===== src/rtl/matrix_ring_rotation_unit_macros.svh =====
// ----------------------------------------------------------------------------
// Matrix ring rotation unit: assertion macros
// Shared assertion forms; each expands to one labeled concurrent assertion.
// ----------------------------------------------------------------------------
`ifndef MATRIX_RING_ROTATION_UNIT_MACROS_SVH
`define MATRIX_RING_ROTATION_UNIT_MACROS_SVH

// The consequent must hold in the same cycle as the antecedent.
`define MRR_ASSERT_SAME(label, ante, cons, msg) \
	label: assert property (@(posedge clk) disable iff (!arst_n) (ante) |-> (cons)) \
		else $error(msg);

// The consequent must hold in the cycle after the antecedent.
`define MRR_ASSERT_NEXT(label, ante, cons, msg) \
	label: assert property (@(posedge clk) disable iff (!arst_n) (ante) |=> (cons)) \
		else $error(msg);

`endif


===== src/rtl/mrr_pkg.sv =====
`timescale 1ns / 1ps
// ----------------------------------------------------------------------------
// Matrix ring rotation package
// Types, register codes and sizing functions shared by the ring rotation RTL.
// ----------------------------------------------------------------------------
package mrr_pkg;

	localparam int MAX_ROWS_DEF   = 64;
	localparam int MAX_COLS_DEF   = 64;
	localparam int DATA_WIDTH_DEF = 32;

	localparam int SIZE_W   = 7;
	localparam int SIZE_MAX = (1 << SIZE_W) - 1;
	localparam int IDX_W    = 6;
	localparam int VAL_W    = 32;
	localparam int ROT_W    = 31;
	localparam int BIT_W    = $clog2(ROT_W);
	localparam int PADDR_W  = 4;
	localparam int PDATA_W  = 32;

	localparam logic [1:0] REG_ROW_COUNT      = 2'd0;
	localparam logic [1:0] REG_COL_COUNT      = 2'd1;
	localparam logic [1:0] REG_ROTATION_COUNT = 2'd2;

	localparam logic CMD_WRITE = 1'b0;
	localparam logic CMD_READ  = 1'b1;

	localparam logic STATUS_OK    = 1'b0;
	localparam logic STATUS_RANGE = 1'b1;

	typedef struct packed {
		logic                    command;
		logic [IDX_W-1:0]        row;
		logic [IDX_W-1:0]        col;
		logic signed [VAL_W-1:0] value;
	} req_t;

	typedef struct packed {
		logic signed [VAL_W-1:0] read_value;
		logic                    status;
	} rsp_t;

	typedef struct packed {
		logic [SIZE_W-1:0] rows;
		logic [SIZE_W-1:0] cols;
	} geom_t;

	typedef struct packed {
		logic command;
		logic oob;
	} loc_ctl_t;

	typedef enum logic [1:0] {
		MT_IDLE,
		MT_SETUP,
		MT_DIVIDE,
		MT_WRITE
	} mt_state_t;

	// Largest size the 7-bit count registers can express for a given maximum.
	function automatic int eff_size(input int max_size);
		return (max_size < SIZE_MAX) ? max_size : SIZE_MAX;
	endfunction

	function automatic int per_width(input int max_rows, input int max_cols);
		return $clog2(2 * (eff_size(max_rows) + eff_size(max_cols)));
	endfunction

	function automatic int ring_count(input int max_rows, input int max_cols);
		int er;
		int ec;
		er = eff_size(max_rows);
		ec = eff_size(max_cols);
		return ((er < ec) ? er : ec) / 2;
	endfunction

	function automatic int index_width(input int n);
		return (n > 1) ? $clog2(n) : 1;
	endfunction

endpackage


===== src/rtl/mrr_modtab.sv =====
`timescale 1ns / 1ps
// ----------------------------------------------------------------------------
// Ring offset table
// Computes rotation_count mod perimeter for every ring, one bit per cycle.
// ----------------------------------------------------------------------------
module mrr_modtab import mrr_pkg::*; #(
	parameter int MAX_ROWS = MAX_ROWS_DEF,
	parameter int MAX_COLS = MAX_COLS_DEF
) (
	input  logic                                              clk,
	input  logic                                              arst_n,
	input  geom_t                                             geom,
	input  logic [ROT_W-1:0]                                  rotation,
	input  logic                                              restart,
	output logic                                              busy,
	input  logic                                              rd_en,
	input  logic [index_width(ring_count(MAX_ROWS, MAX_COLS))-1:0] rd_k,
	output logic [per_width(MAX_ROWS, MAX_COLS)-1:0]          rd_data
);

	localparam int RINGS = ring_count(MAX_ROWS, MAX_COLS);
	localparam int K_W   = index_width(RINGS);
	localparam int PER_W = per_width(MAX_ROWS, MAX_COLS);

	mt_state_t        state_q, state_d;
	logic [K_W-1:0]   k_q, k_d;
	logic [BIT_W-1:0] bit_q, bit_d;
	logic [PER_W-1:0] rem_q, rem_d;
	logic [PER_W-1:0] per_q, per_d;
	logic [PER_W-1:0] per_k;
	logic [PER_W:0]   sh;
	logic [PER_W:0]   per_x;
	logic             tab_we;

	logic [PER_W-1:0] tab [RINGS];

	// Perimeter of ring k: 2*(rows + cols) - 4 - 8*k.
	assign per_k = PER_W'({geom.rows, 1'b0}) + PER_W'({geom.cols, 1'b0})
		- PER_W'(4) - PER_W'({k_q, 3'b000});
	assign sh    = {rem_q, rotation[bit_q]};
	assign per_x = {1'b0, per_q};
	assign busy  = (state_q != MT_IDLE);

	always_ff @(posedge clk or negedge arst_n) begin
		if (!arst_n) begin
			state_q <= MT_SETUP;
			k_q     <= '0;
			bit_q   <= '0;
			rem_q   <= '0;
			per_q   <= '0;
		end else begin
			state_q <= state_d;
			k_q     <= k_d;
			bit_q   <= bit_d;
			rem_q   <= rem_d;
			per_q   <= per_d;
		end
	end

	always_comb begin
		state_d = state_q;
		k_d     = k_q;
		bit_d   = bit_q;
		rem_d   = rem_q;
		per_d   = per_q;
		tab_we  = 1'b0;
		unique case (state_q)
			MT_IDLE: begin
			end
			MT_SETUP: begin
				per_d   = per_k;
				rem_d   = '0;
				bit_d   = BIT_W'(ROT_W - 1);
				state_d = MT_DIVIDE;
			end
			MT_DIVIDE: begin
				rem_d = (sh >= per_x) ? PER_W'(sh - per_x) : PER_W'(sh);
				if (bit_q == '0) begin
					state_d = MT_WRITE;
				end else begin
					bit_d = bit_q - BIT_W'(1);
				end
			end
			MT_WRITE: begin
				tab_we = 1'b1;
				if (k_q == K_W'(RINGS - 1)) begin
					state_d = MT_IDLE;
				end else begin
					k_d     = k_q + K_W'(1);
					state_d = MT_SETUP;
				end
			end
		endcase
		// Any register write invalidates the whole table.
		if (restart) begin
			state_d = MT_SETUP;
			k_d     = '0;
		end
	end

	always_ff @(posedge clk) begin
		if (tab_we) begin
			tab[k_q] <= rem_q;
		end
		if (rd_en) begin
			rd_data <= tab[rd_k];
		end
	end

endmodule


===== config.mk =====
export PLATFORM = sky130hd
export DESIGN_NAME = mrr_modtab
export DESIGN_NICKNAME = d
export VERILOG_FILES = /design/src/rtl/matrix_ring_rotation_unit_macros.svh /design/src/rtl/mrr_pkg.sv /design/src/rtl/mrr_modtab.sv
export SDC_FILE = /design/constraint.sdc
export NUM_CORES = 1
export LEC_CHECK = 0
export BUFFER_PORTS_ARGS = -buffer_cell sky130_fd_sc_hd__buf_2
export CAP_MARGIN = 5
export CORE_UTILIZATION = 61
export CTS_BUF_LIST = sky130_fd_sc_hd__clkbuf_16
export DETAILED_ROUTE_END_ITERATION = 8
export GPL_TIMING_DRIVEN = 0
export PLACE_DENSITY = 0.87
export SLEW_MARGIN = 20
export SYNTH_ARGS = -nofsm -noshare
export SYNTH_HDL_FRONTEND = slang
export SYNTH_SLANG_ARGS = --single-unit
export TNS_END_PERCENT = 100

===== constraint.sdc =====
create_clock -name clk -period 2.8 [get_ports clk]
set_input_delay 0.42 -clock clk [delete_from_list [all_inputs] [get_ports clk]]
set_output_delay 0.42 -clock clk [all_outputs]
set_load 0.01 [all_outputs]

=== After elaboration in Yosys (flattened, before gate mapping) ===
Memory sizes are Yosys's and may differ from the RTL's. A register that Yosys moved wholly into a read port is not among the register bits.
Cells that the tools add are included.

* Register bits: 28
* Memories kept: 1
* Bits in writable memories: 256
* Logic and storage cells: 45
* Bits of input ports: 54

{| class="wikitable"
|+ Memory list
! name !! words !! width !! read ports !! clocked after Yosys merged registers in !! wr ports !! line !! RTL
|-
| tab || 32 || 8 || 1 || 1 || 1 || mrr_modtab.sv:35 || <nowiki>logic [PER_W-1:0] tab [RINGS];</nowiki>
|}

* $add $sub $neg: 6
* Order comparisons: 2
* Reductions and logical operators: 8
* Equality and inequality tests: 7
* Mux-type cells: 16

{| class="wikitable"
|+ Operator list
! cell !! number
|-
| two-way mux 5 bit || 4
|-
| one-hot mux 8 bit (2 select lines) || 1
|-
| subtractor 8 bit || 2
|-
| one-hot mux 5 bit (2 select lines) || 1
|-
| >= comparator 9 x 8 -> 1 bit || 1
|-
| adder 8 bit || 1
|-
| two-way mux 8 bit || 1
|-
| subtractor 8 x 3 -> 8 bit, second input constant || 1
|-
| < comparator 5 x 6 -> 1 bit, second input constant || 1
|-
| one-hot mux 2 bit (3 select lines) || 1
|-
| AND reduction 2 bit || 3
|-
| nonzero test 2 bit || 3
|-
| adder 5 x 1 -> 5 bit, second input constant || 1
|-
| binary-select mux 1 bit (select 5 bit) || 1
|-
| == test 5 bit, second input constant || 1
|-
| logical NOT 5 bit || 1
|-
| two-way mux 1 bit || 5
|-
| subtractor 5 x 1 -> 5 bit, second input constant || 1
|-
| == test 2 bit, second input constant || 2
|-
| two-way mux 2 bit || 2
|-
| inequality test 2 bit, second input constant || 2
|-
| nonzero test 4 bit || 1
|-
| inequality test 3 bit, second input constant || 1
|-
| == test 2 x 1 -> 1 bit, second input constant || 1
|}

=== Depth between registers and ports, before layout ===
* Depth after elaboration: 5
* Depth in mapped cells: 13
* Depth with buffers taken out: 13

=== Worst setup path before layout ===
No wires, ideal clock.

* Path type: reg-to-reg
* Start: register rem_q[0]
* End: register rem_q[1]
* Setup slack: 318 ps
* Cell stages (with the launch flop): 10
* Data required time: 2722 ps
* Library setup time: 78 ps
* Clock period less this slack: 2482 ps
* Arrival time: 2405 ps
* Cell sequence: dfrtp_1 inv_1 ha_1 o21a_1 o21bai_1 a21oi_1 o21ai_0 nand2_1 mux2_2 o2bb2ai_1

* Longest elaborated chain between the ends: 3

{| class="wikitable"
|+ Ends and longest elaborated chain
! item !! line !! RTL
|-
| start: declaration || mrr_modtab.sv:28 || <nowiki>logic [PER_W-1:0] rem_q, rem_d;</nowiki>
|-
| start signal: assignment || mrr_modtab.sv:55 || <nowiki>rem_q <= rem_d;</nowiki>
|-
| subtractor 8 bit / >= comparator 9 x 8 -> 1 bit (equally long branches) || mrr_modtab.sv:77 || <nowiki>rem_d = (sh >= per_x) ? PER_W'(sh - per_x) : PER_W'(sh);</nowiki>
|-
| two-way mux 8 bit * || mrr_modtab.sv:77 ||
|-
| one-hot mux 8 bit (2 select lines) * || mrr_modtab.sv:67 || <nowiki>unique case (state_q)</nowiki>
|}

Every way passes the cells marked *; elsewhere a longest branch is shown, timed or not.
A chain may end at the register's enable or synchronous reset.

=== Worst setup path in the final report ===
Same ends and word-level chain as after synthesis.

==> results.py <==
metrics = {
    "route": {
        "drc": 0,
        "vias": 6739,
        "vias_per_cell": 6.486,
        "routedWlPerCell_um": 26.41,
        "routed_wl_mm": 27.44,
        "antenna_left": 0,
        "drt_iter0_drc": 740,
        "drtPass1Iterations": 6,
    },
    "timing": {
        "fin_crit_sh_pct": 92.95,
        "finClkSkew_ps": 24.95,
        "hold_ws_ps": 127.7,
        "fmax_ghz": 0.3842,
        "period_minus_slack_ps": 2603,
        "fin_ws_ps": 197.3,
        "relSlewSlack_pct": 22.63,
        "setup_viol": 0,
        "hold_viol_final": 0,
        "rsz0062_at_grt": "false",
        "worst_pin_slew_ps": 1161,
        "slew_violations": 0,
    },
    "flow_run": {
        "drv_cap": 0,
    },
    "setup_path": {
        "cp.required_ps": 3240,
        "crit_path_end_kind": "register",
        "critical_path_class": "register to register",
        "cp_max_fo": 18,
        "rrSetupSlack_ps": 200,
        "critPathLaunchType": "register",
        "critPathArrivalTime_ps": 3050,
    },
    "floorplan": {
        "die_h_um": 145.0,
        "initial_core_util_pct": 63.09,
        "rows": 51,
        "dieArea_um2": 21040,
        "die_x_um": 145.0,
        "pin_count": 63,
        "core_um2": 19780,
    },
    "cts": {
        "clock-sinks": 291,
        "clockBufferDepth": 3,
        "cts.reportedPaths.clkPinSlew_ps": 60,
        "cts_max_level": 1,
        "cts_tree": "built",
        "clk_latency_ps": 550,
        "cts-root-buf": "clkbuf_16",
        "numCtsBuffers": 27,
    },
    "power": {
        "peakVddDrop_mv": 0.6109,
        "power_density_nw_per_um2": 733.9,
        "clkPwrFrac_pct": 35.2,
        "seqPwrFrac_pct": 49.2,
        "internal_power_mw": 7.656,
        "power_switching_mw": 2.628,
        "p_leak_nw": 4.522,
        "swShare_pct": 25.55,
        "combPwrFrac_pct": 15.6,
        "p_total_mw": 10.28,
    },
    "grt": {
        "grt_use_total_pct": 26.93,
        "grt-busiest-layer": "met2",
        "antenna_found_initial": 3,
        "grt_pass1_vias": 6911,
        "grt_first_pass_wirelength_mm": 41.51,
        "met3_usage_pct": 5.126,
        "grt_max_degree": 36,
        "grt-ovfl-total": 0,
        "grt.met1_usage_pct": 34.75,
        "grtUsageMet2_pct": 46.66,
    },
    "logic_synthesis": {
        "ys_types": 46,
        "synth-edff-count": 264,
        "yosysWarningCount": 0,
        "async_reset_ff_share_pct": 9.278,
        "synth_area_um2": 12480,
        "yosys.area.top_type": "edfxtp_1",
        "ys_dominant_reg_cell": "edfxtp_1",
        "syn_nets": 755,
        "netlist.area_leader.share_pct": 63.52,
        "seq_area_frac_synth_pct": 68.94,
        "ys_ff_latch": 291,
        "avgSynthCellArea_um2": 18.74,
        "synthTopCellsByArea": "edfxtp_1, mux4_2, dfrtp_1, ha_1, nor2_1",
        "synthCells": 666,
    },
    "outcome": {
        "status": "completed",
    },
    "finish": {
        "antenna_cells": 0,
        "drive_above_1_share_pct": 27.26,
        "nets": 843,
        "final_cells": 1039,
        "area_delta_synth_final_pct": 12.28,
    },
    "placed_design": {
        "dp_slack_ps": -491.1,
        "dp.final_hpwl_mm": 16.80,
        "gp_congestion": 0.9174,
        "portBuffers": 57,
        "place_inst": 988,
    },
    "hold_path": {
        "hold_class": "primary input to register",
    },
}
==> layout make-up <==
| class | instances | area [um2] |
|---|---|---|
| multi-input combinational | 300 | 3551 |
| clock inverter | 22 | 196.4 |
| tap | 265 | 331.6 |
| inverter | 44 | 165.2 |
| sequential | 291 | 8623 |
| timing repair buffer | 59 | 310.3 |
| clock buffer | 27 | 675.6 |
| fill | 1207 | 5768 |
| buffer | 31 | 160.2 |
==> per-layer routing <==
layer / wire, um / share of wire (%) / vias to the layer above
met1: 9756 / 36 / 3420
li1: - / - / 2802
met3: 2654 / 9.7 / 71
met4: 907 / 3.3 / 2
met2: 14110 / 51 / 444
met5: 9 / 0.033 / -
==> metrics by stage <==
| stage | utilization [%] | cell area [um2] | setup TNS [ps] |
|---|---|---|---|
| 2_1_floorplan | - | 12480 | 0 |
| 3_3_place_gp | 66.21 | 13100 | -2036 |
| 3_5_place_dp | 66.21 | 13100 | -3885 |
| 4_1_cts | 70.72 | 13990 | 0 |
| 5_1_grt | 70.84 | 14010 | 0 |
| 6_report | 70.84 | 14010 | 0 |
==> worst paths after layout <==
kind / startpoint / endpoint / depth (start not counted)
setup / recovery: rem_q[0] / rem_q[1] / 9
hold / removal: restart / k_q[0] / 2
setup reg to reg: rem_q[0] / rem_q[1] / 9
hold reg to reg: per_q[3] / per_q[3] / 2
max in group asynchronous: arst_n / rem_q[1] / 2
min in group asynchronous: arst_n / k_q[2] / 2
==> flip-flops by register name, indices dropped and copies added, names as in the netlist <==
register	count
rem_q	8
per_q	7
rd_data	8
state_q	2
tab	256
k_q	5
bit_q	5
==> power by group through the flow <==
stage	logic, mW	registers, mW	clock network (mW)
2_1_floorplan	1.18	5.10	0
3_3_place_gp	1.48	5.14	0
3_5_place_dp	1.55	5.16	0
4_1_cts	1.57	5.07	3.64
5_1_grt	1.78	5.07	3.79
6_report	1.61	5.06	3.62
==> critical path, cell delays in order, from the launching register on <==
cell	delay (ps)
dfrtp_4	580
inv_1	110
ha_1	340
o21a_1	210
o21bai_1	180
a21oi_1	110
o21ai_0	230
nand2_1	250
mux2_2	350
o2bb2ai_1	160
==> cell families (layout without fill, tap and decap cells) <==
family / after synthesis / count (layout) / synth area share, %
AO/OA/AOI/OAI: 47 / 47 / 2.536
XOR/XNOR: 16 / 16 / 1.123
adder cells (fa/ha/maj): 35 / 35 / 3.810
buffers and inverters: 75 / 183 / 2.607
flip-flops: 291 / 291 / 68.94
multiplexers: 107 / 107 / 17.58
AND/OR/NAND/NOR: 95 / 95 / 3.399
==> synthesized netlist by cell type (all sizes together) (3+ instances only) <==
library cell and n:
or3 3, fa 5, dfrtp 26, mux2i 10
buf 17, xnor2 13, ha 30, mux4 87
nand2 22, nor2b 3, edfxtp 264, a21o 3
nand3 5, nor2 48, clkbuf 14, a21oi 9
nand3b 5, mux2 10, xor2 3, o2bb2ai 6
o21ai 14, inv 44
==> timing repair <==
item,4_1_cts,5_1_grt
buffers inserted,0,1
hold endpoints to repair,26,0
resized for setup,7,3
endpoints found under the setup margin,7,5
pin swaps,0,0
hold buffers,1,0
==> cells in the final DEF, fill, tap and decap left out, types with 3 or more instances in the layout <==
cell type and instances:
a21o_1 3, a21oi_1 9, buf_1 6, buf_2 59, buf_4 7, bufinv_16 3, clkbuf_1 14, clkbuf_16 27
clkinv_1 5, clkinv_2 6, clkinvlp_4 3, dfrtp_1 19, dfrtp_2 3, dfrtp_4 4, edfxtp_1 264, fa_1 5
ha_1 30, inv_1 48, mux2_2 10, mux2i_1 10, mux4_1 6, mux4_2 81, nand2_1 22, nand3_1 5
nand3b_1 5, nor2_1 48, nor2b_1 3, o21ai_0 14, o2bb2ai_1 6, or3_1 3, xnor2_1 13, xor2_1 3
Note: power is estimated with default switching activity, not from simulation.
