### config.mk
export PLATFORM = sky130hd
export DESIGN_NAME = mrr_locate
export DESIGN_NICKNAME = d
export VERILOG_FILES = /design/src/rtl/matrix_ring_rotation_unit_macros.svh /design/src/rtl/mrr_pkg.sv /design/src/rtl/mrr_locate.sv
export SDC_FILE = /design/constraint.sdc
export NUM_CORES = 1
export LEC_CHECK = 0
export BUFFER_PORTS_ARGS = -buffer_cell sky130_fd_sc_hd__buf_2
export CELL_PAD_IN_SITES_DETAIL_PLACEMENT = 0
export CELL_PAD_IN_SITES_GLOBAL_PLACEMENT = 1
export CORE_MARGIN = 4
export CORE_UTILIZATION = 40
export CTS_CLUSTER_SIZE = 40
export DETAILED_ROUTE_END_ITERATION = 6
export PLACE_DENSITY = 0.75
export SLEW_MARGIN = 15
export SYNTH_ARGS = -nofsm -noshare
export SYNTH_HDL_FRONTEND = slang
export SYNTH_SLANG_ARGS = --single-unit
### constraint.sdc
create_clock -name clk -period 7.6 [get_ports clk]
set_clock_uncertainty 0.15 [all_clocks]
set_input_delay 0.76 -clock clk [delete_from_list [all_inputs] [get_ports clk]]
set_output_delay 0.76 -clock clk [all_outputs]
set_load 0.05 [all_outputs]
### src/rtl/matrix_ring_rotation_unit_macros.svh
// ----------------------------------------------------------------------------
// Matrix ring rotation unit: assertion macros
// Shared assertion forms; each expands to one labeled concurrent assertion.
// ----------------------------------------------------------------------------
`ifndef MATRIX_RING_ROTATION_UNIT_MACROS_SVH
`define MATRIX_RING_ROTATION_UNIT_MACROS_SVH

// The consequent must hold in the same cycle as the antecedent.
`define MRR_ASSERT_SAME(label, ante, cons, msg) \
	label: assert property (@(posedge clk) disable iff (!arst_n) (ante) |-> (cons)) \
		else $error(msg);

// The consequent must hold in the cycle after the antecedent.
`define MRR_ASSERT_NEXT(label, ante, cons, msg) \
	label: assert property (@(posedge clk) disable iff (!arst_n) (ante) |=> (cons)) \
		else $error(msg);

`endif

### src/rtl/mrr_pkg.sv
`timescale 1ns / 1ps
// ----------------------------------------------------------------------------
// Matrix ring rotation package
// Types, register codes and sizing functions shared by the ring rotation RTL.
// ----------------------------------------------------------------------------
package mrr_pkg;

	localparam int MAX_ROWS_DEF   = 64;
	localparam int MAX_COLS_DEF   = 64;
	localparam int DATA_WIDTH_DEF = 32;

	localparam int SIZE_W   = 7;
	localparam int SIZE_MAX = (1 << SIZE_W) - 1;
	localparam int IDX_W    = 6;
	localparam int VAL_W    = 32;
	localparam int ROT_W    = 31;
	localparam int BIT_W    = $clog2(ROT_W);
	localparam int PADDR_W  = 4;
	localparam int PDATA_W  = 32;

	localparam logic [1:0] REG_ROW_COUNT      = 2'd0;
	localparam logic [1:0] REG_COL_COUNT      = 2'd1;
	localparam logic [1:0] REG_ROTATION_COUNT = 2'd2;

	localparam logic CMD_WRITE = 1'b0;
	localparam logic CMD_READ  = 1'b1;

	localparam logic STATUS_OK    = 1'b0;
	localparam logic STATUS_RANGE = 1'b1;

	typedef struct packed {
		logic                    command;
		logic [IDX_W-1:0]        row;
		logic [IDX_W-1:0]        col;
		logic signed [VAL_W-1:0] value;
	} req_t;

	typedef struct packed {
		logic signed [VAL_W-1:0] read_value;
		logic                    status;
	} rsp_t;

	typedef struct packed {
		logic [SIZE_W-1:0] rows;
		logic [SIZE_W-1:0] cols;
	} geom_t;

	typedef struct packed {
		logic command;
		logic oob;
	} loc_ctl_t;

	typedef enum logic [1:0] {
		MT_IDLE,
		MT_SETUP,
		MT_DIVIDE,
		MT_WRITE
	} mt_state_t;

	// Largest size the 7-bit count registers can express for a given maximum.
	function automatic int eff_size(input int max_size);
		return (max_size < SIZE_MAX) ? max_size : SIZE_MAX;
	endfunction

	function automatic int per_width(input int max_rows, input int max_cols);
		return $clog2(2 * (eff_size(max_rows) + eff_size(max_cols)));
	endfunction

	function automatic int ring_count(input int max_rows, input int max_cols);
		int er;
		int ec;
		er = eff_size(max_rows);
		ec = eff_size(max_cols);
		return ((er < ec) ? er : ec) / 2;
	endfunction

	function automatic int index_width(input int n);
		return (n > 1) ? $clog2(n) : 1;
	endfunction

endpackage

### src/rtl/mrr_locate.sv
`timescale 1ns / 1ps
// ----------------------------------------------------------------------------
// Ring source locator
// Six-stage pipeline that maps a request position to its store address.
// ----------------------------------------------------------------------------
module mrr_locate import mrr_pkg::*; #(
	parameter int MAX_ROWS = MAX_ROWS_DEF,
	parameter int MAX_COLS = MAX_COLS_DEF
) (
	input  logic                                              clk,
	input  logic                                              arst_n,
	input  geom_t                                             geom,
	input  logic                                              in_valid,
	output logic                                              in_ready,
	input  req_t                                              in_beat,
	output logic                                              rm_rd_en,
	output logic [index_width(ring_count(MAX_ROWS, MAX_COLS))-1:0] rm_rd_k,
	input  logic [per_width(MAX_ROWS, MAX_COLS)-1:0]          rm_data,
	output logic                                              out_valid,
	input  logic                                              out_ready,
	output loc_ctl_t                                          out_ctl,
	output logic signed [VAL_W-1:0]                           out_value,
	output logic [$clog2(MAX_ROWS * MAX_COLS)-1:0]            out_addr
);

	localparam int RINGS = ring_count(MAX_ROWS, MAX_COLS);
	localparam int K_W   = index_width(RINGS);
	localparam int PER_W = per_width(MAX_ROWS, MAX_COLS);
	localparam int AW    = $clog2(MAX_ROWS * MAX_COLS);

	logic adv_1, adv_2, adv_3, adv_4, adv_5, adv_6;
	logic v_s1, v_s2, v_s3, v_s4, v_s5, v_s6;

	// Stage 1: request as received.
	req_t req_s1;

	// Stage 2: range check and ring index.
	logic                    cmd_s2, oob_s2, ring_s2;
	logic [SIZE_W-1:0]       r_s2, c_s2, k_s2;
	logic signed [VAL_W-1:0] val_s2;

	// Stage 3: position along the ring and perimeter.
	logic                    cmd_s3, oob_s3, ring_s3;
	logic [SIZE_W-1:0]       r_s3, c_s3, k_s3;
	logic signed [VAL_W-1:0] val_s3;
	logic [PER_W-1:0]        p_s3, per_s3, a_s3, b_s3, t2_s3, t3_s3;

	// Stage 4: rotated position.
	logic                    cmd_s4, oob_s4, ring_s4;
	logic [SIZE_W-1:0]       r_s4, c_s4, k_s4;
	logic signed [VAL_W-1:0] val_s4;
	logic [PER_W-1:0]        q_s4, per_s4, a_s4, b_s4, t2_s4, t3_s4;

	// Stage 5: source row and column.
	logic                    cmd_s5, oob_s5;
	logic [SIZE_W-1:0]       sr_s5, sc_s5;
	logic signed [VAL_W-1:0] val_s5;

	// Stage 6: store address.
	logic                    cmd_s6, oob_s6;
	logic signed [VAL_W-1:0] val_s6;
	logic [AW-1:0]           addr_s6;

	assign adv_6    = !v_s6 || out_ready;
	assign adv_5    = !v_s5 || adv_6;
	assign adv_4    = !v_s4 || adv_5;
	assign adv_3    = !v_s3 || adv_4;
	assign adv_2    = !v_s2 || adv_3;
	assign adv_1    = !v_s1 || adv_2;
	assign in_ready = adv_1;

	always_ff @(posedge clk or negedge arst_n) begin
		if (!arst_n) begin
			v_s1 <= 1'b0;
			v_s2 <= 1'b0;
			v_s3 <= 1'b0;
			v_s4 <= 1'b0;
			v_s5 <= 1'b0;
			v_s6 <= 1'b0;
		end else begin
			if (adv_1) v_s1 <= in_valid;
			if (adv_2) v_s2 <= v_s1;
			if (adv_3) v_s3 <= v_s2;
			if (adv_4) v_s4 <= v_s3;
			if (adv_5) v_s5 <= v_s4;
			if (adv_6) v_s6 <= v_s5;
		end
	end

	// ---- stage 1 -> 2 ----
	logic [SIZE_W-1:0] r1, c1, dr1, dc1, m1a, m1b, k1, layers1;
	logic              oob1, ring1;

	always_comb begin
		r1      = SIZE_W'(req_s1.row);
		c1      = SIZE_W'(req_s1.col);
		oob1    = (r1 >= geom.rows) || (c1 >= geom.cols);
		dr1     = geom.rows - SIZE_W'(1) - r1;
		dc1     = geom.cols - SIZE_W'(1) - c1;
		m1a     = (r1 < c1) ? r1 : c1;
		m1b     = (dr1 < dc1) ? dr1 : dc1;
		k1      = (m1a < m1b) ? m1a : m1b;
		layers1 = ((geom.rows < geom.cols) ? geom.rows : geom.cols) >> 1;
		ring1   = !oob1 && (req_s1.command == CMD_READ) && (k1 < layers1);
	end

	// ---- stage 2 -> 3 ----
	logic [SIZE_W-1:0] h2, w2, lr2, lc2, a2n, b2n;
	logic [PER_W-1:0]  a2, b2, p2;

	always_comb begin
		h2  = geom.rows - (k_s2 << 1);
		w2  = geom.cols - (k_s2 << 1);
		lr2 = r_s2 - k_s2;
		lc2 = c_s2 - k_s2;
		a2n = w2 - SIZE_W'(1);
		b2n = h2 - SIZE_W'(1);
		a2  = PER_W'(a2n);
		b2  = PER_W'(b2n);
		// Clockwise position from the ring's top-left corner.
		priority if (lr2 == '0) p2 = PER_W'(lc2);
		else if (lc2 == a2n)    p2 = a2 + PER_W'(lr2);
		else if (lr2 == b2n)    p2 = a2 + b2 + PER_W'(a2n - lc2);
		else                    p2 = (a2 << 1) + b2 + PER_W'(b2n - lr2);
	end

	assign rm_rd_en = adv_3;
	assign rm_rd_k  = k_s2[K_W-1:0];

	// ---- stage 3 -> 4 ----
	logic [PER_W:0]   sum3, per3x;
	logic [PER_W-1:0] q3;

	always_comb begin
		sum3  = {1'b0, p_s3} + {1'b0, rm_data};
		per3x = {1'b0, per_s3};
		q3    = (sum3 >= per3x) ? PER_W'(sum3 - per3x) : PER_W'(sum3);
	end

	// ---- stage 4 -> 5 ----
	logic [PER_W-1:0]  lr4, lc4;
	logic [SIZE_W-1:0] sr4, sc4;

	always_comb begin
		priority if (q_s4 < a_s4) begin
			lr4 = '0;
			lc4 = q_s4;
		end else if (q_s4 < t2_s4) begin
			lr4 = q_s4 - a_s4;
			lc4 = a_s4;
		end else if (q_s4 < t3_s4) begin
			lr4 = b_s4;
			lc4 = t3_s4 - q_s4;
		end else begin
			lr4 = per_s4 - q_s4;
			lc4 = '0;
		end
		sr4 = ring_s4 ? SIZE_W'(lr4) + k_s4 : r_s4;
		sc4 = ring_s4 ? SIZE_W'(lc4) + k_s4 : c_s4;
	end

	// ---- stage 5 -> 6 ----
	logic [AW-1:0] addr5;

	assign addr5 = AW'(sr_s5 * MAX_COLS) + AW'(sc_s5);

	always_ff @(posedge clk) begin
		if (adv_1) begin
			req_s1 <= in_beat;
		end
		if (adv_2) begin
			cmd_s2  <= req_s1.command;
			oob_s2  <= oob1;
			ring_s2 <= ring1;
			r_s2    <= r1;
			c_s2    <= c1;
			k_s2    <= k1;
			val_s2  <= req_s1.value;
		end
		if (adv_3) begin
			cmd_s3  <= cmd_s2;
			oob_s3  <= oob_s2;
			ring_s3 <= ring_s2;
			r_s3    <= r_s2;
			c_s3    <= c_s2;
			k_s3    <= k_s2;
			val_s3  <= val_s2;
			p_s3    <= p2;
			per_s3  <= (a2 + b2) << 1;
			a_s3    <= a2;
			b_s3    <= b2;
			t2_s3   <= a2 + b2;
			t3_s3   <= (a2 << 1) + b2;
		end
		if (adv_4) begin
			cmd_s4  <= cmd_s3;
			oob_s4  <= oob_s3;
			ring_s4 <= ring_s3;
			r_s4    <= r_s3;
			c_s4    <= c_s3;
			k_s4    <= k_s3;
			val_s4  <= val_s3;
			q_s4    <= q3;
			per_s4  <= per_s3;
			a_s4    <= a_s3;
			b_s4    <= b_s3;
			t2_s4   <= t2_s3;
			t3_s4   <= t3_s3;
		end
		if (adv_5) begin
			cmd_s5 <= cmd_s4;
			oob_s5 <= oob_s4;
			val_s5 <= val_s4;
			sr_s5  <= sr4;
			sc_s5  <= sc4;
		end
		if (adv_6) begin
			cmd_s6  <= cmd_s5;
			oob_s6  <= oob_s5;
			val_s6  <= val_s5;
			addr_s6 <= addr5;
		end
	end

	assign out_valid       = v_s6;
	assign out_ctl.command = cmd_s6;
	assign out_ctl.oob     = oob_s6;
	assign out_value       = val_s6;
	assign out_addr        = addr_s6;

endmodule

# Yosys cells after proc, flatten, opt, wreduce, memory -nomap -nowiden
# Cells that the tools add are included.
# totals
latchBits,0
regBits,392
memories,0
romBits,0
word_cells,125
ramBits,0
# classes
n_shift,0
reduce_logical,17
n_div,0
bitwise_logic,0
eq_ne,2
n_addsub,25
mul,0
n_lt_le_gt_ge,11
mux,16
# op_table
op,count
$mux 7,7
$mux 6,6
$sub 7x1->7 const B,4
$mux 8,3
$sub 7x7->7,3
$add 7x7->8,2
$add 8x8->8,2
$lt 8x8->1,2
$sub 7x7->8,2
$eq 7x7->1,2
$ge 6x7->1,2
$lt 7x7->1,2
$sub 6x7->7,2
$sub 7x6->7,2
$add 12x7->12,1
$sub 6x6->6,2
$add 8x8->9,1
$ge 9x8->1,1
$add 8x7->8,1
$lt 8x7->1,1
$sub 8x8->8,1
$add 7x7->7,1
$logic_not 1->1,7
$logic_not 7->1,1
other kinds (6),13

# Longest topological paths before layout
# Gate-level depths: netlist of run 1.
# logic_depth
ltp_word,8
mapped_depth,28
mapped_depth_nobuf,27

# Worst setup path before layout of run 1
# OpenSTA, ideal clock, no wires.
# synth_timing
path_type,in2reg
start,in geom[1] (netlist bit)
end,reg ring_s2 (data pin)
t_arrival_ps,6117
cell_stages,27
slack_ps,1188
required_ps,7305
cell_sequence,inv_1 > ha_1 > a21o_1 > a21oi_1 > xor2_1 > ha_1 > o21a_1 > a21oi_1 > maj3_2 > maj3_2 > maj3_2 > buf_6 > mux2_1 > ha_1 > a21oi_1 > nand3_1 > mux2_1 > a221oi_2 > o31ai_4 > nor2_1 > a21oi_1 > ha_1 > a21oi_1 > nor2b_1 > or4b_2 > nand3b_1 > o21ai_1
# synth_via
elab_chain_cells,8
word_cells_on_any_way,14
cone_classes,add/sub (2); order compare (5); mux (3); reduce/logical (4)
# synth_rtl
item,line,rtl
"start, declared",mrr_locate.sv:12,"input geom_t geom,"
$sub 7x1->7 (*),mrr_locate.sv:99,dc1 = geom.cols - SIZE_W'(1) - c1;
$sub 7x6->7 (*),mrr_locate.sv:99,
$lt 7x7->1,mrr_locate.sv:101,m1b = (dr1 < dc1) ? dr1 : dc1;
$mux 7 (*),mrr_locate.sv:101,
$lt 6x7->1,mrr_locate.sv:102,k1 = (m1a < m1b) ? m1a : m1b;
$mux 7 (*),mrr_locate.sv:102,
via k1[4],mrr_locate.sv:91,"logic [SIZE_W-1:0] r1, c1, dr1, dc1, m1a, m1b, k1, layers1;"
$lt 7x6->1 (*),mrr_locate.sv:104,ring1 = !oob1 && (req_s1.command == CMD_READ) && (k1 < layers1);
$logic_and 1x1->1 (*),mrr_locate.sv:104,
via ring1,mrr_locate.sv:92,"logic oob1, ring1;"
"end signal, assigned",mrr_locate.sv:174,ring_s2 <= ring1;
"end, declared",mrr_locate.sv:38,"logic cmd_s2, oob_s2, ring_s2;"
# Mark *: on every way through the listed nets, which the timed path passes. The rest lies on a longest branch.
# A chain may end at the register's enable or synchronous reset.

# Worst setup path after layout of run 1
# layout_timing
start,"reg req_s1, in the netlist r1[1]"
end,reg ring_s2 (data pin)
# layout_via
elab_chain_cells,7
word_cells_on_any_way,13
cone_classes,add/sub (1); order compare (5); mux (3); reduce/logical (4)
# layout_rtl
item,line,rtl
"start, declared",mrr_locate.sv:35,req_t req_s1;
"start signal, assigned",mrr_locate.sv:169,req_s1 <= in_beat;
$sub 7x6->7,mrr_locate.sv:98,dr1 = geom.rows - SIZE_W'(1) - r1;
$lt 7x7->1,mrr_locate.sv:101,
$mux 7,mrr_locate.sv:101,
$lt 6x7->1,mrr_locate.sv:102,
$mux 7 (*),mrr_locate.sv:102,
via k1[4],mrr_locate.sv:91,
$lt 7x6->1 (*),mrr_locate.sv:104,
$logic_and 1x1->1 (*),mrr_locate.sv:104,
via ring1,mrr_locate.sv:92,
# Marked as above.

==> flow_summary.json, run 1 <==
{
  "critical-path-top-delay-family": "adder cells",
  "synth_seq_area_share": 0.620,
  "worst_path_largest_cell_delay_ns": 0.63,
  "synth_to_final_area_change_pct": 15.8,
  "critPathMostFrequentCell": "sky130_fd_sc_hd__a21oi_1",
  "regToRegEndpoint": "ring_s2",
  "crit_arrival_ns": 6.85,
  "layout.nets": 1709,
  "grt_pass1_wl_mm": 56.8,
  "dp_worst_setup_slack_ns": 0.497,
  "clk-insertion-delay-late_ns": 0.55,
  "buffer_ports.inserted": 124,
  "drc": 0,
  "detailed_place_hpwl_mm": 27.3,
  "antenna_found_initial": 2,
  "fin_setup_tns_ns": 0,
  "fmaxAchievable_mhz": 152,
  "timing.critical_path.required_ns": 7.85,
  "timing.final.crit_share": 0.868,
  "final_hold_viol_count": 0,
  "dpl-instance-area_um2": 19700,
  "drtAntennaViolNets": 0,
  "slew-limit-headroom": 0.342,
  "globalplace.congestion": 0.851,
  "die-width_um": 222,
  "first_pass_iteration_count_of_the_detailed_router": 5,
  "max-cap-violations": 0,
  "full_die_area_um2": 49100,
  "numCtsBuffers": 42,
  "cts_buffer_depth": 3,
  "final_area_um2": 21100,
  "worst-path-max-fanout": 10,
  "yosysWarnings": 0,
  "worst_setup_path_start_kind": "register",
  "detailed_route_wire_length_mm": 35.8,
  "wl_per_cell_um": 17.3,
  "tritoncts_num_sinks": 378,
  "critical_path_class": "register to register",
  "clk_pin_slew_ns": 0.06,
  "routed-via-count": 9873,
  "critical_path.endpoint_type": "register",
  "cts-root-buf": "sky130_fd_sc_hd__clkbuf_16",
  "initial_cell_density_of_the_core": 0.403,
  "std_cell_rows": 78,
  "timing.critical_path.to": "ring_s2",
  "cp.depth": 24,
  "synth.lib_cells_used.distinct": 53,
  "final_period_minus_worst_setup_slack_ns": 6.60,
  "cts_tree": "done",
  "floorplan.core_area_um2": 45300,
  "synth.ff_latch_count": 378,
  "setup.reg_to_reg.worst_slack_ns": 1.00,
  "run_status": "finished clean",
  "synthesis.area_um2": 18300,
  "setup_viol_count_final": 0,
  "drt_iter0_markers": 520,
  "post_synth_inst_count": 1268,
  "postSynth.topFlopCell": "sky130_fd_sc_hd__edfxtp_1",
  "number_of_global_route_vias_before_repair": 10400,
  "synth_edf_count": 372,
  "worst_hold_path_type": "primary input to register",
  "io-pin-count": 125,
  "chipHeight_um": 222,
  "drive_above_1_share": 0.162,
  "worst_r2r_startpoint": "r1[1]",
  "timing.critical_path.buf_inv": 0,
  "cell_with_the_largest_stage_delay_on_the_worst_path": "sky130_fd_sc_hd__or4b_2",
  "grt_max_degree": 76,
  "routed_via_density": 4.77,
  "worst-slew-pin-transition_ns": 0.985,
  "unrepaired_setup_endpoints_after_global_routing": "false",
  "postSynthNetCount": 1543,
  "crit_path_cell_trace": "ha_1 -> a21o_1 -> a21oi_1 -> xnor2_1 -> ha_1 -> o21a_1 -> a21oi_1 -> maj3_2 -> maj3_2 -> maj3_2 -> mux2_1 -> ha_1 -> a21oi_1 -> nand3_1 -> mux2_1 -> a221oi_2 -> o31ai_4 -> a21oi_1 -> ha_1 -> a21oi_1 -> nor2b_1 -> or4b_2 -> nand3b_1 -> o21ai_1",
  "cts_max_level": 2,
  "ys_async_sr_fraction": 0.0159,
  "worst_setup_path_startpoint": "r1[1]",
  "avg_inst_size_synth_um2": 14.4,
  "total_overflow_reported_by_the_global_router": 0,
  "grt_usage": 0.146,
  "cts_resized": 0,
  "final.setup.worst_slack_ns": 1.00,
  "timing.reg2reg.worst_path_depth": 24,
  "timing_max_transition_violations_final": 0
}
==> per-layer routing <==
layer	GRT usage	vias up	part of all wire
met5	0	-	0
met4	0.0540	0	0.031
met3	0.0238	74	0.035
met2	0.244	171	0.49
met1	0.193	4699	0.45
li1	-	4929	-
==> logic make-up (layout without fill, tap and decap cells) <==
family,Yosys count,in the layout,share of synthesized area
flip-flops,378,378,0.620
other,1,3,0.000205
buffers and inverters,150,350,0.0327
XOR/XNOR,103,103,0.0494
AND/OR/NAND/NOR,143,143,0.0380
AO/OA/AOI/OAI,256,256,0.0890
multiplexers,30,30,0.0175
adder cells (fa/ha/maj),207,207,0.154
==> final cells by class <==
class                      count  area (um^2)
fill                        3997        24100
sequential                   378        11300
multi-input combinational    740         6380
clock buffer                  53         1120
tap                          600          751
timing repair buffer         140          743
inverter                     132          497
clock inverter                25          327
antenna                        2         5.00
==> cell usage in the layout, fill, tap and decap left out, types with 3 or more instances in the layout <==
cell type | netlist | layout
sky130_fd_sc_hd__a211oi_1 | 14 | 14
sky130_fd_sc_hd__a21o_1 | 51 | 51
sky130_fd_sc_hd__a21oi_1 | 97 | 97
sky130_fd_sc_hd__a31oi_1 | 5 | 5
sky130_fd_sc_hd__buf_2 | 0 | 124
sky130_fd_sc_hd__buf_4 | 7 | 15
sky130_fd_sc_hd__bufinv_16 | 0 | 5
sky130_fd_sc_hd__clkbuf_1 | 10 | 8
sky130_fd_sc_hd__clkbuf_16 | 0 | 42
sky130_fd_sc_hd__clkbuf_8 | 0 | 3
sky130_fd_sc_hd__clkinv_2 | 0 | 6
sky130_fd_sc_hd__clkinvlp_4 | 0 | 6
sky130_fd_sc_hd__dfrtp_1 | 6 | 6
sky130_fd_sc_hd__edfxtp_1 | 372 | 372
sky130_fd_sc_hd__fa_1 | 29 | 29
sky130_fd_sc_hd__ha_1 | 175 | 175
sky130_fd_sc_hd__inv_1 | 132 | 130
sky130_fd_sc_hd__inv_6 | 0 | 3
sky130_fd_sc_hd__maj3_2 | 3 | 3
sky130_fd_sc_hd__mux2_2 | 10 | 10
sky130_fd_sc_hd__mux2i_1 | 17 | 17
sky130_fd_sc_hd__nand2_1 | 31 | 29
sky130_fd_sc_hd__nand2b_1 | 18 | 18
sky130_fd_sc_hd__nand3_1 | 14 | 12
sky130_fd_sc_hd__nand4_1 | 3 | 3
sky130_fd_sc_hd__nor2_1 | 47 | 47
sky130_fd_sc_hd__nor2b_1 | 15 | 15
sky130_fd_sc_hd__o211ai_1 | 3 | 3
sky130_fd_sc_hd__o21a_1 | 9 | 9
sky130_fd_sc_hd__o21ai_0 | 31 | 31
sky130_fd_sc_hd__o21ai_1 | 5 | 5
sky130_fd_sc_hd__o21bai_1 | 28 | 28
sky130_fd_sc_hd__xnor2_1 | 76 | 76
sky130_fd_sc_hd__xor2_1 | 27 | 27
==> worst min-delay path by stage <==
stage | startpoint | slack, ns | endpoint | depth (start not counted)
finish | in_beat[7] | 0.23 | req_s1[7] | 1
detailed placement | a_s3[4] | 0.25 | a_s4[4] | 0
CTS | in_beat[35] | 0.19 | c1[3] | 1
global placement | req_s1[4] | 0.25 | val_s2[4] | 0
floorplan | a_s3[0] | 0.25 | a_s4[0] | 0
global route | in_beat[8] | 0.20 | req_s1[8] | 1
==> metrics by stage <==
stage	instances	util	hold slack (ns)
after floorplan	1268	-	0.250
after global placement	1989	0.435	0.251
after detailed placement	1989	0.435	0.255
after CTS	2068	0.467	0.189
after global routing	2070	0.467	0.196
final	2070	0.467	0.232
==> repair_timing <==
item	4_1_cts	5_1_grt
endpoints found under the setup margin	0	0
buffers inserted	0	0
hold endpoints to repair	6	0
hold buffers	1	0
==> registers in the layout (all words and copies together) (netlist names), 8 cells and up <==
signal	count
out_value	32
t3_s4	8
req_s1	33
t3_s3	8
t2_s3	8
p_s3	8
val_s4	32
q_s4	8
out_addr	12
val_s2	32
val_s5	32
t2_s4	8
val_s3	32
==> synth_stat cells (2+ instances only) <==
library cell | n | area share
sky130_fd_sc_hd__or2_2 | 2 | 0.00068
sky130_fd_sc_hd__inv_1 | 132 | 0.027
sky130_fd_sc_hd__buf_4 | 7 | 0.0029
sky130_fd_sc_hd__a211oi_1 | 14 | 0.0058
sky130_fd_sc_hd__xor2_1 | 27 | 0.013
sky130_fd_sc_hd__nor2_1 | 47 | 0.0097
sky130_fd_sc_hd__dfrtp_1 | 6 | 0.0082
sky130_fd_sc_hd__nand2_1 | 31 | 0.0064
sky130_fd_sc_hd__a211o_1 | 2 | 0.00096
sky130_fd_sc_hd__o21ai_0 | 31 | 0.0085
sky130_fd_sc_hd__nor3_1 | 2 | 0.00055
sky130_fd_sc_hd__nand3b_1 | 2 | 0.00082
sky130_fd_sc_hd__nand4_1 | 3 | 0.0010
sky130_fd_sc_hd__nor2b_1 | 15 | 0.0051
sky130_fd_sc_hd__a21o_1 | 51 | 0.021
sky130_fd_sc_hd__and2_1 | 2 | 0.00068
sky130_fd_sc_hd__o21bai_1 | 28 | 0.012
sky130_fd_sc_hd__xnor2_1 | 76 | 0.036
sky130_fd_sc_hd__maj3_2 | 3 | 0.0018
sky130_fd_sc_hd__a31oi_1 | 5 | 0.0017
sky130_fd_sc_hd__a21oi_1 | 97 | 0.027
sky130_fd_sc_hd__ha_1 | 175 | 0.12
sky130_fd_sc_hd__mux2_1 | 2 | 0.0012
sky130_fd_sc_hd__edfxtp_1 | 372 | 0.61
sky130_fd_sc_hd__nor4_1 | 2 | 0.00068
sky130_fd_sc_hd__mux2i_1 | 17 | 0.0093
sky130_fd_sc_hd__clkbuf_1 | 10 | 0.0021
sky130_fd_sc_hd__mux2_2 | 10 | 0.0062
sky130_fd_sc_hd__nand2b_1 | 18 | 0.0062
sky130_fd_sc_hd__fa_1 | 29 | 0.032
sky130_fd_sc_hd__o21ai_1 | 5 | 0.0014
sky130_fd_sc_hd__o21a_1 | 9 | 0.0037
sky130_fd_sc_hd__nand3_1 | 14 | 0.0038
sky130_fd_sc_hd__o211ai_1 | 3 | 0.0012
Power of run 1 is left out: the tool's default activity adds up to more than one toggle a clock period on the data nets, which glitch-free logic cannot reach.
==> run 2: changes to the inputs <==
--- a/config.mk
+++ b/config.mk
@@ -13,6 +13,7 @@
 export CTS_CLUSTER_SIZE = 40
 export DETAILED_ROUTE_END_ITERATION = 6
 export PLACE_DENSITY = 0.75
+export RECOVER_POWER = 50
 export SLEW_MARGIN = 15
 export SYNTH_ARGS = -nofsm -noshare
 export SYNTH_HDL_FRONTEND = slang
==> run 2 against run 1 <==
Effect of this change:
- the flow now finishes with violations (max-capacitance violations, max-slew violations)
- die area stayed put
- count of clock-buffer cells in the layout stayed put
- first-iteration DRC count is 5.0% lower
- critical endpoint unchanged
- largest cell class unchanged
- via count is 0.19% lower
- final cell count stayed put
- non-clock buffer count stayed put
==> flow_summary.json, run 2 (same netlist as run 1, synthesis figures left out) <==
{
  "layout.nets": 1709,
  "buffer_ports.inserted": 124,
  "unrepaired_setup_endpoints_after_global_routing": "false",
  "cts-root-buf": "sky130_fd_sc_hd__clkbuf_16",
  "drc": 0,
  "fin_setup_tns_ns": 0,
  "worst-slew-pin-transition_ns": 2.05,
  "routed-via-count": 9854,
  "largest_reg_flops": 33,
  "cts_tree": "done",
  "worst-path-max-fanout": 10,
  "cts_max_level": 2,
  "std_cell_rows": 78,
  "number_of_global_route_vias_before_repair": 10400,
  "mostFrequentLayoutCells": "sky130_fd_sc_hd__edfxtp_1, sky130_fd_sc_hd__ha_1, sky130_fd_sc_hd__inv_1",
  "final_period_minus_worst_setup_slack_ns": 6.61,
  "routed_via_density": 4.76,
  "run_status": "finished, violations left",
  "critPathMostFrequentCell": "sky130_fd_sc_hd__a21oi_1",
  "worst_hold_path_type": "primary input to register",
  "crit_arrival_ns": 6.86,
  "layout_commonest_cell": "sky130_fd_sc_hd__edfxtp_1",
  "floorplan.core_area_um2": 45300,
  "num-fill-cells": 4005,
  "grt_usage": 0.146,
  "tritoncts_num_sinks": 378,
  "grt_pass1_wl_mm": 56.8,
  "total_overflow_reported_by_the_global_router": 0,
  "cell_with_the_largest_stage_delay_on_the_worst_path": "sky130_fd_sc_hd__or4b_2",
  "detailed_place_hpwl_mm": 27.3,
  "timing.critical_path.required_ns": 7.85,
  "full_die_area_um2": 49100,
  "cts_buffer_depth": 3,
  "timing_max_transition_violations_final": 96,
  "synth_to_final_area_change_pct": 15.6,
  "max-cap-violations": 2,
  "clk_pin_slew_ns": 0.06,
  "setup_viol_count_final": 0,
  "numCtsBuffers": 42,
  "first_pass_iteration_count_of_the_detailed_router": 4,
  "slew-limit-headroom": -0.372,
  "grt_max_degree": 76,
  "crit_path_cell_trace": "ha_1 -> a21o_1 -> a21oi_1 -> xnor2_1 -> ha_1 -> o21a_1 -> a21oi_1 -> maj3_2 -> maj3_2 -> maj3_2 -> mux2_1 -> ha_1 -> a21oi_1 -> nand3_1 -> mux2_1 -> a221oi_2 -> o31ai_4 -> a21oi_1 -> ha_1 -> a21oi_1 -> nor2b_1 -> or4b_2 -> nand3b_1 -> o21ai_1",
  "critical_path_class": "register to register",
  "detailed_route_wire_length_mm": 35.7,
  "fmaxAchievable_mhz": 151,
  "final_hold_viol_count": 0,
  "cts_post_setup_buffers_inserted": 0,
  "drtAntennaViolNets": 0,
  "failed_checks": "max-capacitance violations, max-slew violations",
  "antenna_found_initial": 2,
  "critical_path.endpoint_type": "register",
  "worst_setup_path_start_kind": "register",
  "registers.top_by_ff_count": "req_s1",
  "dpl-instance-area_um2": 19700,
  "io-pin-count": 125,
  "wl_per_cell_um": 17.3,
  "chipHeight_um": 222,
  "drt_iter0_markers": 494,
  "clk-insertion-delay-late_ns": 0.55,
  "drive_above_1_share": 0.157,
  "final_area_um2": 21100,
  "timing.final.crit_share": 0.870,
  "globalplace.congestion": 0.851,
  "die-width_um": 222,
  "timing.hold.ws_ns": 0.232,
  "worst_path_largest_cell_delay_ns": 0.63,
  "initial_cell_density_of_the_core": 0.403
}
run 2: routing by layer:
metal  wire length, um  up-vias  share of wire  global-route usage
met5                 0        -              0                   0
met1             16100     4687           0.45               0.193
met3              1270       72          0.036              0.0238
li1                  -     4930              -                   -
met2             17300      165           0.48               0.244
met4              1110        0          0.031              0.0540
run 2: final timing paths:
path,start,end,slack [ns],depth (start not counted)
worst max-delay path,r1[1],ring_s2,0.99,24
worst min-delay path,in_beat[42],r1[4],0.23,1
worst max register to register,r1[1],ring_s2,0.99,24
worst min register to register,a_s3[4],a_s4[4],0.26,0
max in group asynchronous,arst_n,v_s3,6.58,2
min in group asynchronous,arst_n,v_s5,0.47,2
run 2: stage by stage:
step | instances | worst slack (ns) | utilization
after floorplan | 1268 | 1.19 | -
after global placement | 1989 | 0.665 | 0.435
after detailed placement | 1989 | 0.497 | 0.435
after CTS | 2068 | 0.989 | 0.467
after global routing | 2070 | 0.634 | 0.466
final | 2070 | 0.988 | 0.466
run 2: critical path: cells and delay by family (launching register included):
family,cells,cell delay (ns)
simple gates,4,0.99
compound gates,10,1.82
flops,1,0.49
xor+xnor,1,0.14
fa+ha+maj,7,2.18
mux,2,0.71
run 2: cell type report:
cell class / count / area [um^2] / area share
tap: 600 / 751 / 0.0355
sequential: 378 / 11300 / 0.536
multi-input combinational: 740 / 6360 / 0.301
antenna: 2 / 5.00 / 0.000237
timing repair buffer: 140 / 734 / 0.0348
clock buffer: 53 / 1120 / 0.0531
inverter: 132 / 497 / 0.0235
clock inverter: 25 / 327 / 0.0155
run 2: timing repair:
action,4_1_cts,5_1_grt
endpoints found under the setup margin,0,0
hold buffers,1,0
resized for setup,0,0
endpoints found under the hold margin,6,0
Power of run 2 is left out for the same reason.
